$ cat src/lmdb_pkg.sv
// Shared types, constants and fixed-point helpers for the landmark back-projection block.
package lmdb_pkg;

  localparam int DATA_W = 32;
  localparam int WIDE_W = 64;
  localparam int HALF_W = 11;
  localparam int CFG_IDX_W = 3;
  localparam int SCALE_W = 33;
  localparam int QUEUE_DEPTH = 4;
  localparam int QUEUE_PTR_W = $clog2(QUEUE_DEPTH);
  localparam int DIV_STEPS = 64;
  localparam int SQRT_STEPS = 32;

  localparam logic signed [DATA_W-1:0] Q_ONE = 32'sd65536;
  localparam logic signed [WIDE_W-1:0] ROUND_HALF = 64'sd32768;
  localparam logic signed [WIDE_W-1:0] WIDE_MAX = {1'b0, {(WIDE_W-1){1'b1}}};
  localparam logic signed [WIDE_W-1:0] WIDE_MIN = {1'b1, {(WIDE_W-1){1'b0}}};
  localparam logic signed [DATA_W-1:0] NARROW_MAX = {1'b0, {(DATA_W-1){1'b1}}};
  localparam logic signed [DATA_W-1:0] NARROW_MIN = {1'b1, {(DATA_W-1){1'b0}}};

  typedef enum logic [CFG_IDX_W-1:0] {
    REG_CROP_M0      = 3'd0,
    REG_CROP_M1      = 3'd1,
    REG_CROP_M2      = 3'd2,
    REG_CROP_M3      = 3'd3,
    REG_CROP_M4      = 3'd4,
    REG_CROP_M5      = 3'd5,
    REG_HALF_SCALE   = 3'd6,
    REG_DEPTH_ENABLE = 3'd7
  } cfg_reg_e;

  typedef enum logic [4:0] {
    C_DET0, C_DET1, C_DET2,
    C_DIVSET, C_DIV, C_DIVEND,
    C_OFF0, C_OFF1, C_OFF2, C_OFF3, C_OFF4,
    C_SQ0, C_SQ1, C_SQ2, C_SQRT, C_SQEND,
    C_READY
  } coef_state_t;

  // Inverse transform and settings handed from the coefficient engine to the datapath.
  typedef struct packed {
    logic signed [DATA_W-1:0] i00;
    logic signed [DATA_W-1:0] i01;
    logic signed [DATA_W-1:0] i02;
    logic signed [DATA_W-1:0] i10;
    logic signed [DATA_W-1:0] i11;
    logic signed [DATA_W-1:0] i12;
    logic [SCALE_W-1:0]       scale;
    logic                     singular;
    logic [HALF_W-1:0]        half;
    logic                     depth_en;
    logic                     busy;
  } coef_t;

  typedef struct packed {
    logic signed [DATA_W-1:0] u;
    logic signed [DATA_W-1:0] v;
    logic signed [DATA_W-1:0] d;
  } point_t;

  function automatic logic signed [WIDE_W-1:0] sat_add64(input logic signed [WIDE_W-1:0] a,
                                                         input logic signed [WIDE_W-1:0] b);
    logic signed [WIDE_W:0] s;
    s = {a[WIDE_W-1], a} + {b[WIDE_W-1], b};
    if (s[WIDE_W] != s[WIDE_W-1]) begin
      return s[WIDE_W] ? WIDE_MIN : WIDE_MAX;
    end
    return s[WIDE_W-1:0];
  endfunction

  function automatic logic signed [WIDE_W-1:0] sat_neg64(input logic signed [WIDE_W-1:0] a);
    return (a == WIDE_MIN) ? WIDE_MAX : -a;
  endfunction

  function automatic logic signed [DATA_W-1:0] sat32(input logic signed [WIDE_W-1:0] v);
    if (v > $signed({{(WIDE_W-DATA_W){1'b0}}, NARROW_MAX})) return NARROW_MAX;
    if (v < $signed({{(WIDE_W-DATA_W){1'b1}}, NARROW_MIN})) return NARROW_MIN;
    return v[DATA_W-1:0];
  endfunction

  // Q32.32 to Q16.16, round half up, saturated.
  function automatic logic signed [DATA_W-1:0] round16(input logic signed [WIDE_W-1:0] v);
    logic signed [WIDE_W-1:0] t;
    t = sat_add64(v, ROUND_HALF);
    return sat32(t >>> 16);
  endfunction

endpackage

$ cat src/lmdb_queue.sv
// Short queue of scaled points between the front end and the datapath.
module lmdb_queue (
  input  logic             clk,
  input  logic             rst,
  input  logic             push,
  input  lmdb_pkg::point_t wdata,
  input  logic             pop,
  output lmdb_pkg::point_t rdata,
  output logic             full,
  output logic             empty
);
  import lmdb_pkg::*;

  point_t                 slots [QUEUE_DEPTH];
  logic [QUEUE_PTR_W-1:0] wr_ptr, rd_ptr;
  logic [QUEUE_PTR_W:0]   count;

  assign full = (count == (QUEUE_PTR_W+1)'(QUEUE_DEPTH));
  assign empty = (count == '0);
  assign rdata = slots[rd_ptr];

  always_ff @(posedge clk) begin
    if (rst) begin
      wr_ptr <= '0;
      rd_ptr <= '0;
      count <= '0;
    end else begin
      if (push) wr_ptr <= wr_ptr + 1'b1;
      if (pop) rd_ptr <= rd_ptr + 1'b1;
      case ({push, pop})
        2'b10:   count <= count + 1'b1;
        2'b01:   count <= count - 1'b1;
        default: count <= count;
      endcase
    end
  end

  always_ff @(posedge clk) begin
    if (push) slots[wr_ptr] <= wdata;
  end

endmodule

$ cat config.mk
export PLATFORM = sky130hd
export DESIGN_NAME = lmdb_queue
export DESIGN_NICKNAME = d
export VERILOG_FILES = /design/src/lmdb_pkg.sv /design/src/lmdb_queue.sv
export SDC_FILE = /design/constraint.sdc
export NUM_CORES = 1
export LEC_CHECK = 0
export BUFFER_PORTS_ARGS = -buffer_cell sky130_fd_sc_hd__buf_2
export CAP_MARGIN = 15
export CORE_UTILIZATION = 50
export CTS_BUF_LIST = sky130_fd_sc_hd__clkbuf_4 sky130_fd_sc_hd__clkbuf_8
export CTS_CLUSTER_DIAMETER = 60
export CTS_CLUSTER_SIZE = 14
export DETAILED_ROUTE_END_ITERATION = 10
export HOLD_SLACK_MARGIN = 0.08
export PLACE_DENSITY_LB_ADDON = 0.12
export REMOVE_ABC_BUFFERS = 1
export SYNTH_ARGS = -nofsm -noshare
export SYNTH_HDL_FRONTEND = slang
export SYNTH_SLANG_ARGS = --single-unit
$ cat constraint.sdc
create_clock -name clk -period 3.7 [get_ports clk]
set_input_delay 1.11 -clock clk [delete_from_list [all_inputs] [get_ports clk]]
set_output_delay 1.11 -clock clk [all_outputs]
set_load 0.02 [all_outputs]
==> flow_summary.toml <==
[worst_setup_path]
crit_family = "multiplexers"
crit_slowest_cell = "mux4_2"
cp_cell_sequence = "buf_12 -> mux4_2 -> buf_2"
crit_fanout = 50
start_kind = "register"
crit_type = "register to primary output"
endpoint_kind = "primary output"
required_ps = 2590
cp.arrival_ps = 2280
max_stage_delay_ps = 590
r2r_start = "wr_ptr[0]"
crit_buf_inv = 2

[floorplan]
die_h_um = 171
die_area_um2 = 29300
rows = 61
initial_core_util = 0.512
die_w_um = 171
coreArea_um2 = 27900
io_pins = 198

[yosys]
synth_area_um2 = 14300
syn-mean-instance-area_um2 = 26.0
ys_ff_latch = 393
synth_cell_types = 22
syn_inst = 549
yosysSeqAreaShare = 0.819
yosysWarningCount = 0

[layout]
ff_latch_area_um2 = 11700
nets = 876
nFillCells = 2061
finish.utilization = 0.588
final_layout_size_suffix_gt1_frac = 0.461
design_area_um2 = 16400
multi_input_area_um2 = 2400
syn_to_final_growth_pct = 15.0

[timing]
fin_ws_ps = 314
setup_tns_ps = 0
setup_viol = 0
tightest_slew_ps = 693
rsz0062_at_grt = "no"
hold_viol = 0
clock_skew_ps = 15.3
maxSlewViolCount = 0
whs_ps = 539
max_freq_ghz = 0.295
final.min_clock_period_ps = 3390
period_share = 0.915
slew_headroom = 0.538

[power_and_ir_drop]
p_leak_nw = 5.44
power_frac_comb = 0.121
p_int_mw = 6.58
peakVddDrop_mv = 0.280
p_switching_mw = 2.01
power_per_cell_area_nw_per_um2 = 523
p_sw_frac = 0.234
seqPwrFrac = 0.601
pwr-share-clk = 0.278

[placed_design]
gp_congestion = 0.716
pre_cts_slack_ps = 817
hpwl_mm = 14.7
place_area_um2 = 15800
port_buffers = 197

[clock_network]
clock_path_buffers = 3
hold_buffers = 0
cts.htree.levels = 2
root_buffer = "clkbuf_8"
cts_setup_buffers = 0
insertion_delay_ps = 530
cts-resized-gates = 0
cts_tree = "built"
cts_buffers = 35
clkSlewWorstSetupHoldPaths_ps = 90
cts.sinks = 393

[grt]
grt_max_degree = 97
grt_pass1_wl_mm = 38.4
first_global_vias = 6969
overflow = 0
antenna_found_initial = 4
grt_usage = 0.177

[detailed_routing]
drt_first_iter_violations = 434
dr.pass1.iters = 4
drc = 0
postRouteAntennaNets = 0
viasPerCell = 5.39
vias = 6293
drt_wl_total_mm = 25.5
avgRoutedWirePerCell_um = 21.9

[worst_hold_path]
hp-class = "register to register"
worstHoldStart = "count[1]"

[flow_run]
drv_cap = 0

[run_status]
status = "finished, final reports clean"
Yosys cell counts (all sizes together):
cell type	count	share of area
clkbuf	6	0.0016
nand2	1	0.00026
nor3	1	0.00035
buf	17	0.010
a21oi	2	0.00070
ha	5	0.0044
dfxtp	9	0.013
xor2	3	0.0018
or3	1	0.00044
and2	4	0.0018
edfxtp	384	0.81
fa	1	0.0014
and3	1	0.00044
mux2i	1	0.00070
inv	6	0.0016
nor2	8	0.0021
o21ai	1	0.00035
mux4	96	0.15
xnor2	2	0.0012
final timing paths:
path | to | slack, ps | cells after the start
worst max-delay path | rdata[40] | 310 | 3
worst min-delay path | count[1] | 540 | 2
worst max register to register | slots[3][75] | 1830 | 3
worst min register to register | count[1] | 540 | 2
layer usage:
layer  global-route usage  wire length (um)  up-vias
met1                0.219              9900     3316
met2                0.310             13500      171
li1                     -                 -     2773
met3               0.0511              1760       31
met5                    0                13        -
met4               0.0392               323        2
registers in the layout (all words and copies together), names as in the netlist, named ones only:
signal and flops:
wr_ptr 2, slots 384, count 3, rd_ptr 2
power by group through the flow:
stage	clock [mW]	sequential, mW	combinational (mW)
2_1_floorplan	0	5.32	0.627
3_3_place_gp	0	5.25	1.05
3_5_place_dp	0	5.26	1.07
4_1_cts	2.46	5.16	1.07
5_1_grt	2.62	5.18	1.13
6_report	2.39	5.16	1.04
final cells by class:
cell class / count / share of cell area
multi-input cells: 127 / 0.146
clock buffers: 48 / 0.0364
repair buffers: 207 / 0.0714
well taps: 378 / 0.0288
clock inverters: 5 / 0.00221
flip-flops and latches: 393 / 0.713
inverters: 6 / 0.00137
diodes: 4 / 0.000609
worst register-to-register path, cell delays in order, from the launching register on:
cell and delay, ps:
dfxtp_1 420, ha_1 180, and2_4 600, buf_12 340
cell families after synthesis:
family                     count (synthesis)  share of synthesized area
and+or+nand+nor                           16                    0.00534
xor gates and xnor gates                   5                    0.00306
AOI/OAI and AO/OA                          3                    0.00105
muxes                                     97                      0.152
buffers and inverters                     29                     0.0134
adders and majority gates                  6                    0.00578
DFF                                      393                      0.819
through the flow:
stage / power, mW / std cells
after floorplan: 5.95 / 526
after global routing: 8.93 / 1164
after CTS: 8.70 / 1164
final: 8.59 / 1168
after detailed placement: 6.33 / 1111
after global placement: 6.30 / 1111
cell usage in the layout, fill, tap and decap left out:
cell type	n
edfxtp_1	384
buf_2	197
mux4_2	96
clkbuf_8	38
clkbuf_4	10
buf_12	9
nor2_1	8
dfxtp_1	7
inv_1	6
ha_1	5
diode_2	4
and2_4	4
xor2_1	3
clkinvlp_4	3
xnor2_1	2
a21oi_1	2
dfxtp_4	2
nor3_1	1
and3_1	1
nand2_1	1
mux2i_1	1
o21ai_0	1
or3_1	1
fa_1	1
clkinv_4	1
clkinv_2	1
buf_4	1
(Power assumes the default switching activity.)
