## src/lmdb_pkg.sv

```systemverilog
// Shared types, constants and fixed-point helpers for the landmark back-projection block.
package lmdb_pkg;

  localparam int DATA_W = 32;
  localparam int WIDE_W = 64;
  localparam int HALF_W = 11;
  localparam int CFG_IDX_W = 3;
  localparam int SCALE_W = 33;
  localparam int QUEUE_DEPTH = 4;
  localparam int QUEUE_PTR_W = $clog2(QUEUE_DEPTH);
  localparam int DIV_STEPS = 64;
  localparam int SQRT_STEPS = 32;

  localparam logic signed [DATA_W-1:0] Q_ONE = 32'sd65536;
  localparam logic signed [WIDE_W-1:0] ROUND_HALF = 64'sd32768;
  localparam logic signed [WIDE_W-1:0] WIDE_MAX = {1'b0, {(WIDE_W-1){1'b1}}};
  localparam logic signed [WIDE_W-1:0] WIDE_MIN = {1'b1, {(WIDE_W-1){1'b0}}};
  localparam logic signed [DATA_W-1:0] NARROW_MAX = {1'b0, {(DATA_W-1){1'b1}}};
  localparam logic signed [DATA_W-1:0] NARROW_MIN = {1'b1, {(DATA_W-1){1'b0}}};

  typedef enum logic [CFG_IDX_W-1:0] {
    REG_CROP_M0      = 3'd0,
    REG_CROP_M1      = 3'd1,
    REG_CROP_M2      = 3'd2,
    REG_CROP_M3      = 3'd3,
    REG_CROP_M4      = 3'd4,
    REG_CROP_M5      = 3'd5,
    REG_HALF_SCALE   = 3'd6,
    REG_DEPTH_ENABLE = 3'd7
  } cfg_reg_e;

  typedef enum logic [4:0] {
    C_DET0, C_DET1, C_DET2,
    C_DIVSET, C_DIV, C_DIVEND,
    C_OFF0, C_OFF1, C_OFF2, C_OFF3, C_OFF4,
    C_SQ0, C_SQ1, C_SQ2, C_SQRT, C_SQEND,
    C_READY
  } coef_state_t;

  // Inverse transform and settings handed from the coefficient engine to the datapath.
  typedef struct packed {
    logic signed [DATA_W-1:0] i00;
    logic signed [DATA_W-1:0] i01;
    logic signed [DATA_W-1:0] i02;
    logic signed [DATA_W-1:0] i10;
    logic signed [DATA_W-1:0] i11;
    logic signed [DATA_W-1:0] i12;
    logic [SCALE_W-1:0]       scale;
    logic                     singular;
    logic [HALF_W-1:0]        half;
    logic                     depth_en;
    logic                     busy;
  } coef_t;

  typedef struct packed {
    logic signed [DATA_W-1:0] u;
    logic signed [DATA_W-1:0] v;
    logic signed [DATA_W-1:0] d;
  } point_t;

  function automatic logic signed [WIDE_W-1:0] sat_add64(input logic signed [WIDE_W-1:0] a,
                                                         input logic signed [WIDE_W-1:0] b);
    logic signed [WIDE_W:0] s;
    s = {a[WIDE_W-1], a} + {b[WIDE_W-1], b};
    if (s[WIDE_W] != s[WIDE_W-1]) begin
      return s[WIDE_W] ? WIDE_MIN : WIDE_MAX;
    end
    return s[WIDE_W-1:0];
  endfunction

  function automatic logic signed [WIDE_W-1:0] sat_neg64(input logic signed [WIDE_W-1:0] a);
    return (a == WIDE_MIN) ? WIDE_MAX : -a;
  endfunction

  function automatic logic signed [DATA_W-1:0] sat32(input logic signed [WIDE_W-1:0] v);
    if (v > $signed({{(WIDE_W-DATA_W){1'b0}}, NARROW_MAX})) return NARROW_MAX;
    if (v < $signed({{(WIDE_W-DATA_W){1'b1}}, NARROW_MIN})) return NARROW_MIN;
    return v[DATA_W-1:0];
  endfunction

  // Q32.32 to Q16.16, round half up, saturated.
  function automatic logic signed [DATA_W-1:0] round16(input logic signed [WIDE_W-1:0] v);
    logic signed [WIDE_W-1:0] t;
    t = sat_add64(v, ROUND_HALF);
    return sat32(t >>> 16);
  endfunction

endpackage

```

## src/lmdb_ifs.sv

```systemverilog
// Stream and configuration interfaces of the landmark back-projection block.
interface lmdb_in_if;
  logic                valid;
  logic                ready;
  logic signed [31:0]  raw_x;
  logic signed [31:0]  raw_y;
  logic signed [31:0]  raw_z;
  modport source (output valid, raw_x, raw_y, raw_z, input ready);
  modport sink   (input valid, raw_x, raw_y, raw_z, output ready);
endinterface


```

## src/lmdb_front.sv

```systemverilog
// Front end: accepts raw rows and scales them into crop coordinates.
module lmdb_front (
  lmdb_in_if.sink           pts,
  input  lmdb_pkg::coef_t   coef,
  input  logic              q_full,
  output logic              q_push,
  output lmdb_pkg::point_t  q_data
);
  import lmdb_pkg::*;

  logic signed [DATA_W:0]   xs, ys, zs;
  logic signed [HALF_W:0]   hs;
  logic signed [DATA_W+HALF_W+1:0] px, py, pz;

  assign pts.ready = !coef.busy && !q_full;
  assign q_push = pts.valid && pts.ready;

  always_comb begin
    hs = {1'b0, coef.half};
    xs = {pts.raw_x[DATA_W-1], pts.raw_x} + {1'b0, Q_ONE};
    ys = {pts.raw_y[DATA_W-1], pts.raw_y} + {1'b0, Q_ONE};
    zs = {pts.raw_z[DATA_W-1], pts.raw_z};
    px = xs * hs;
    py = ys * hs;
    pz = zs * hs;
    q_data.u = sat32(WIDE_W'(px));
    q_data.v = sat32(WIDE_W'(py));
    q_data.d = coef.depth_en ? sat32(WIDE_W'(pz)) : '0;
  end

endmodule

```

## src/flat_wrapper.sv

```systemverilog
// flat-port wrapper written by rule: the top's interface ports become plain ports
module lmdb_front_flat import lmdb_pkg::*;
  (coef, q_full, q_push, q_data, pts_valid, pts_raw_x, pts_raw_y, pts_raw_z, pts_ready);
  lmdb_in_if pts_i ();
  input  lmdb_pkg::coef_t coef;
  input  logic q_full;
  output logic q_push;
  output lmdb_pkg::point_t q_data;
  input wire logic [$bits(pts_i.valid)-1:0] pts_valid;
  input wire logic [$bits(pts_i.raw_x)-1:0] pts_raw_x;
  input wire logic [$bits(pts_i.raw_y)-1:0] pts_raw_y;
  input wire logic [$bits(pts_i.raw_z)-1:0] pts_raw_z;
  output wire logic [$bits(pts_i.ready)-1:0] pts_ready;
  assign pts_i.valid = pts_valid;
  assign pts_i.raw_x = pts_raw_x;
  assign pts_i.raw_y = pts_raw_y;
  assign pts_i.raw_z = pts_raw_z;
  assign pts_ready = pts_i.ready;
  lmdb_front u_core (.pts(pts_i), .coef(coef), .q_full(q_full), .q_push(q_push), .q_data(q_data));
endmodule
```

## config.mk

```make
export PLATFORM = sky130hd
export DESIGN_NAME = lmdb_front_flat
export DESIGN_NICKNAME = d
export VERILOG_FILES = /design/src/lmdb_pkg.sv /design/src/lmdb_ifs.sv /design/src/lmdb_front.sv /design/src/flat_wrapper.sv
export SDC_FILE = /design/constraint.sdc
export NUM_CORES = 2
export LEC_CHECK = 0
export ABC_AREA = 1
export BUFFER_PORTS_ARGS = -buffer_cell sky130_fd_sc_hd__buf_2
export CAP_MARGIN = 20
export CORE_ASPECT_RATIO = 1.25
export CORE_MARGIN = 2
export CORE_UTILIZATION = 45
export DETAILED_ROUTE_END_ITERATION = 10
export PLACE_DENSITY = 0.74
export SYNTH_ARGS = -nofsm -noshare
export SYNTH_HDL_FRONTEND = slang
export SYNTH_SLANG_ARGS = --single-unit
```

## constraint.sdc

```tcl
create_clock -name vclk -period 10.3
set_clock_uncertainty 0.2 [all_clocks]
set_input_delay 1.03 -clock vclk [all_inputs]
set_output_delay 1.03 -clock vclk [all_outputs]
set_load 0.01 [all_outputs]
```

==> out/qor_table.md <==
| Stage | Quantity | Value |
|---|---|---|
| outcome | Status | finished clean |
| cells and area | Combined area of the multi-input logic cells | 34,100 um2 |
| setup path | Worst setup EP type | primary output |
| cts | Post-CTS setup-driven buffer insertion count | 0 |
| yosys | Distinct cells, synth | 49 |
| cells and area | Filler cell count | 9,066 |
| yosys | Area share of fa/ha/maj cells after synthesis | 54.1% |
| setup path | Worst path arrival time | 8.52 ns |
| die | Die X | 275 um |
| yosys | Cell accounting for the most synthesized area | sky130_fd_sc_hd__fa_1 |
| global routing | Overflow after GRT | 0 |
| yosys | Compound-gate portion of the synthesized area | 4.35% |
| placement | IO buf count | 209 |
| yosys | Top cell type's share of synthesized area | 45.4% |
| die | Top Ports | 435 |
| setup path | Cell family with most CP delay | adder cells |
| timing | Final total negative setup slack | 0 ns |
| job | Count of max-cap constraint violations | 0 |
| cells and area | FFs & Latches | 0 |
| cells and area | Clock buffer instance count of the final layout | 0 |
| timing | Worst Tran Pin Value | 1.12 ns |
| cells and area | Nets@finish | 7,376 |
| yosys | Net count of the mapped netlist | 7,338 |
| placement | Final GP Congestion | 0.944 |
| global routing | GRT Resource Usage Total | 23.9% |
| yosys | Portion of the post-synthesis area used by sequential elements | 0% |
| global routing | Wire length of the first global-routing pass | 183 mm |
| die | Number of cell rows | 124 |
| yosys | Multiplexer share of the synthesized area | 0% |
| routing | Post-DRT Antenna Nets | 0 |
| worst hold path | Class of the tightest hold or removal check | primary input to primary output |
| timing | Hold Fails Final Rpt | 0 |
| setup path | WP buf/inv | 12 |
| setup path | Maximum fanout along the worst path | 25 |
| die | Starting density of the core | 45.2% |
| die | Die Outline Area | 93,900 um2 |
| setup path | Startpoint types | primary input |
| routing | Count of TritonRoute iterations in the first routing pass | 8 |
| yosys | Mean cell area of the mapped netlist | 7.12 um2 |
| global routing | Initial antenna violation count | 21 |
| cells and area | Area grow syn2layout | 4.96% |
| yosys | Most used standard cells in the synthesized netlist | sky130_fd_sc_hd__nand2_1 (1,729), sky130_fd_sc_hd__inv_1 (1,630), sky130_fd_sc_hd__fa_1 (933) |
| global routing | Largest net degree at the start of global routing | 76 |
| setup path | Most common cell on crit path | sky130_fd_sc_hd__inv_1 |
| global routing | Via count of the first global-routing pass | 37,400 |
| yosys | Most frequently used cell type in the post-synthesis netlist | sky130_fd_sc_hd__nand2_1 |
| yosys | Share of the synthesized netlist area taken by xor and xnor gates | 2.39% |
| yosys | YS warnings | 0 |
| setup path | Setup Crit Path Kind | primary input to primary output |
| routing | Routed vias/inst | 5.00 |
| timing | Number of max-slew violations in the final report | 0 |
| routing | Detailed Route Iter0 Violations | 2,153 |
| routing | Total number of vias | 35,100 |
| yosys | Main combinational cell family by area after synthesis | adder cells |
| setup path | Biggest cell delay along the critical path | 0.55 ns |
| cells and area | Register area | 0 um2 |
| timing | Final-report setup violation count | 0 |
| yosys | Cells taking the most area after synthesis | sky130_fd_sc_hd__fa_1 (45%), sky130_fd_sc_hd__nand2_1 (16%), sky130_fd_sc_hd__inv_1 (15%) |
| timing | Final critical-path share of the clock period | 94.7% |
| timing | RSZ-0062 raised after global routing | no |
| setup path | Worst path required time | 9.07 ns |
| timing | Worst relative slew slack | 25.1% |
| yosys | Gate count after technology mapping | 5,780 |
| die | Die height | 342 um |
| cells and area | Proportion of layout cells with a drive suffix above 1 | 5.93% |
| yosys | Syn Std Cell Area | 41,200 um2 |
| setup path | Critical path's slowest cell | sky130_fd_sc_hd__fa_1 |
| routing | Drt drc | 0 |
| timing | Max Clk Rate | 0.103 GHz |
| yosys | Synth Area in Simple Gates | 21.9% |
| timing | Tmin final | 9.75 ns |
| routing | Post-detailed-routing wire length | 109 mm |
| placement | Hpwl dp | 94.0 mm |
| die | Placeable core region | 91,100 um2 |
| routing | Detail-routed net length per standard cell | 15.5 um |
-- cell type report --
| cell class | count | area share [%] |
|---|---|---|
| tap | 1197 | 3.47 |
| timing repair buffer | 239 | 3.23 |
| antenna | 10 | 0.0579 |
| multi-input combinational | 3923 | 78.9 |
| inverter | 1654 | 14.4 |
-- what timing repair did --
action / 4_1_cts / 5_1_grt
endpoints found under the setup margin: 0 / 31
resized for setup: 0 / 2
hold buffers: 0 / 0
-- metrics by stage --
stage                     area, um2  setup WS [ns]  instances  hold slack, ns  util, %
after floorplan               41200           2.06       5780            1.90        -
after detailed placement      43100          0.541       7011            2.10     47.4
after global placement        43100          0.713       7011            2.10     47.4
after global routing          43200         0.0170       7015            2.11     47.4
final                         43200          0.551       7023            2.10     47.4
after CTS                     43100          0.535       7011            2.10     47.4
-- cell families after synthesis --
logic type | after synthesis
AND/OR/NAND/NOR | 2284
buffers and inverters | 1857
adder cells (fa/ha/maj) | 1221
AO/OA/AOI/OAI | 309
XOR/XNOR | 109
-- cells in the final DEF, fill, tap and decap left out, types with 9 or more instances in the layout --
| cell | Yosys | routed |
|---|---|---|
| sky130_fd_sc_hd__nand2_1 | 1729 | 1728 |
| sky130_fd_sc_hd__inv_1 | 1630 | 1630 |
| sky130_fd_sc_hd__fa_1 | 933 | 933 |
| sky130_fd_sc_hd__nor2_1 | 337 | 337 |
| sky130_fd_sc_hd__ha_1 | 288 | 288 |
| sky130_fd_sc_hd__buf_2 | 0 | 200 |
| sky130_fd_sc_hd__a21oi_1 | 153 | 153 |
| sky130_fd_sc_hd__nand3_1 | 92 | 92 |
| sky130_fd_sc_hd__o21ai_0 | 68 | 68 |
| sky130_fd_sc_hd__xor2_1 | 64 | 64 |
| sky130_fd_sc_hd__xnor2_1 | 41 | 41 |
| sky130_fd_sc_hd__a21oi_2 | 32 | 32 |
| sky130_fd_sc_hd__buf_4 | 6 | 32 |
| sky130_fd_sc_hd__nor3_1 | 27 | 27 |
| sky130_fd_sc_hd__nand4_1 | 27 | 27 |
| sky130_fd_sc_hd__nand2_2 | 26 | 26 |
| sky130_fd_sc_hd__o21bai_1 | 17 | 17 |
| sky130_fd_sc_hd__inv_2 | 15 | 15 |
| sky130_fd_sc_hd__nor2_2 | 13 | 13 |
| sky130_fd_sc_hd__diode_2 | 0 | 10 |
| sky130_fd_sc_hd__a31oi_1 | 10 | 10 |
| sky130_fd_sc_hd__clkinv_1 | 9 | 9 |
-- metal layers --
layer / track usage [%] / share of wire (%) / vias to the layer above
li1: - / - / 16500
met1: 30.3 / 41 / 17300
met2: 43.8 / 52 / 1050
met3: 1.98 / 5.2 / 215
met4: 6.09 / 2.5 / 16
met5: 0 / 0.092 / -
-- final timing paths --
check                        end  slack [ns]  cells past startpoint          start
worst max-delay path  q_data[66]        0.55                     38  pts_raw_x[16]
worst min-delay path   pts_ready        2.10                      3        coef[0]
Power is not shown: default switching activity piles up to over one toggle a cycle in this logic, so the estimate is an artifact.
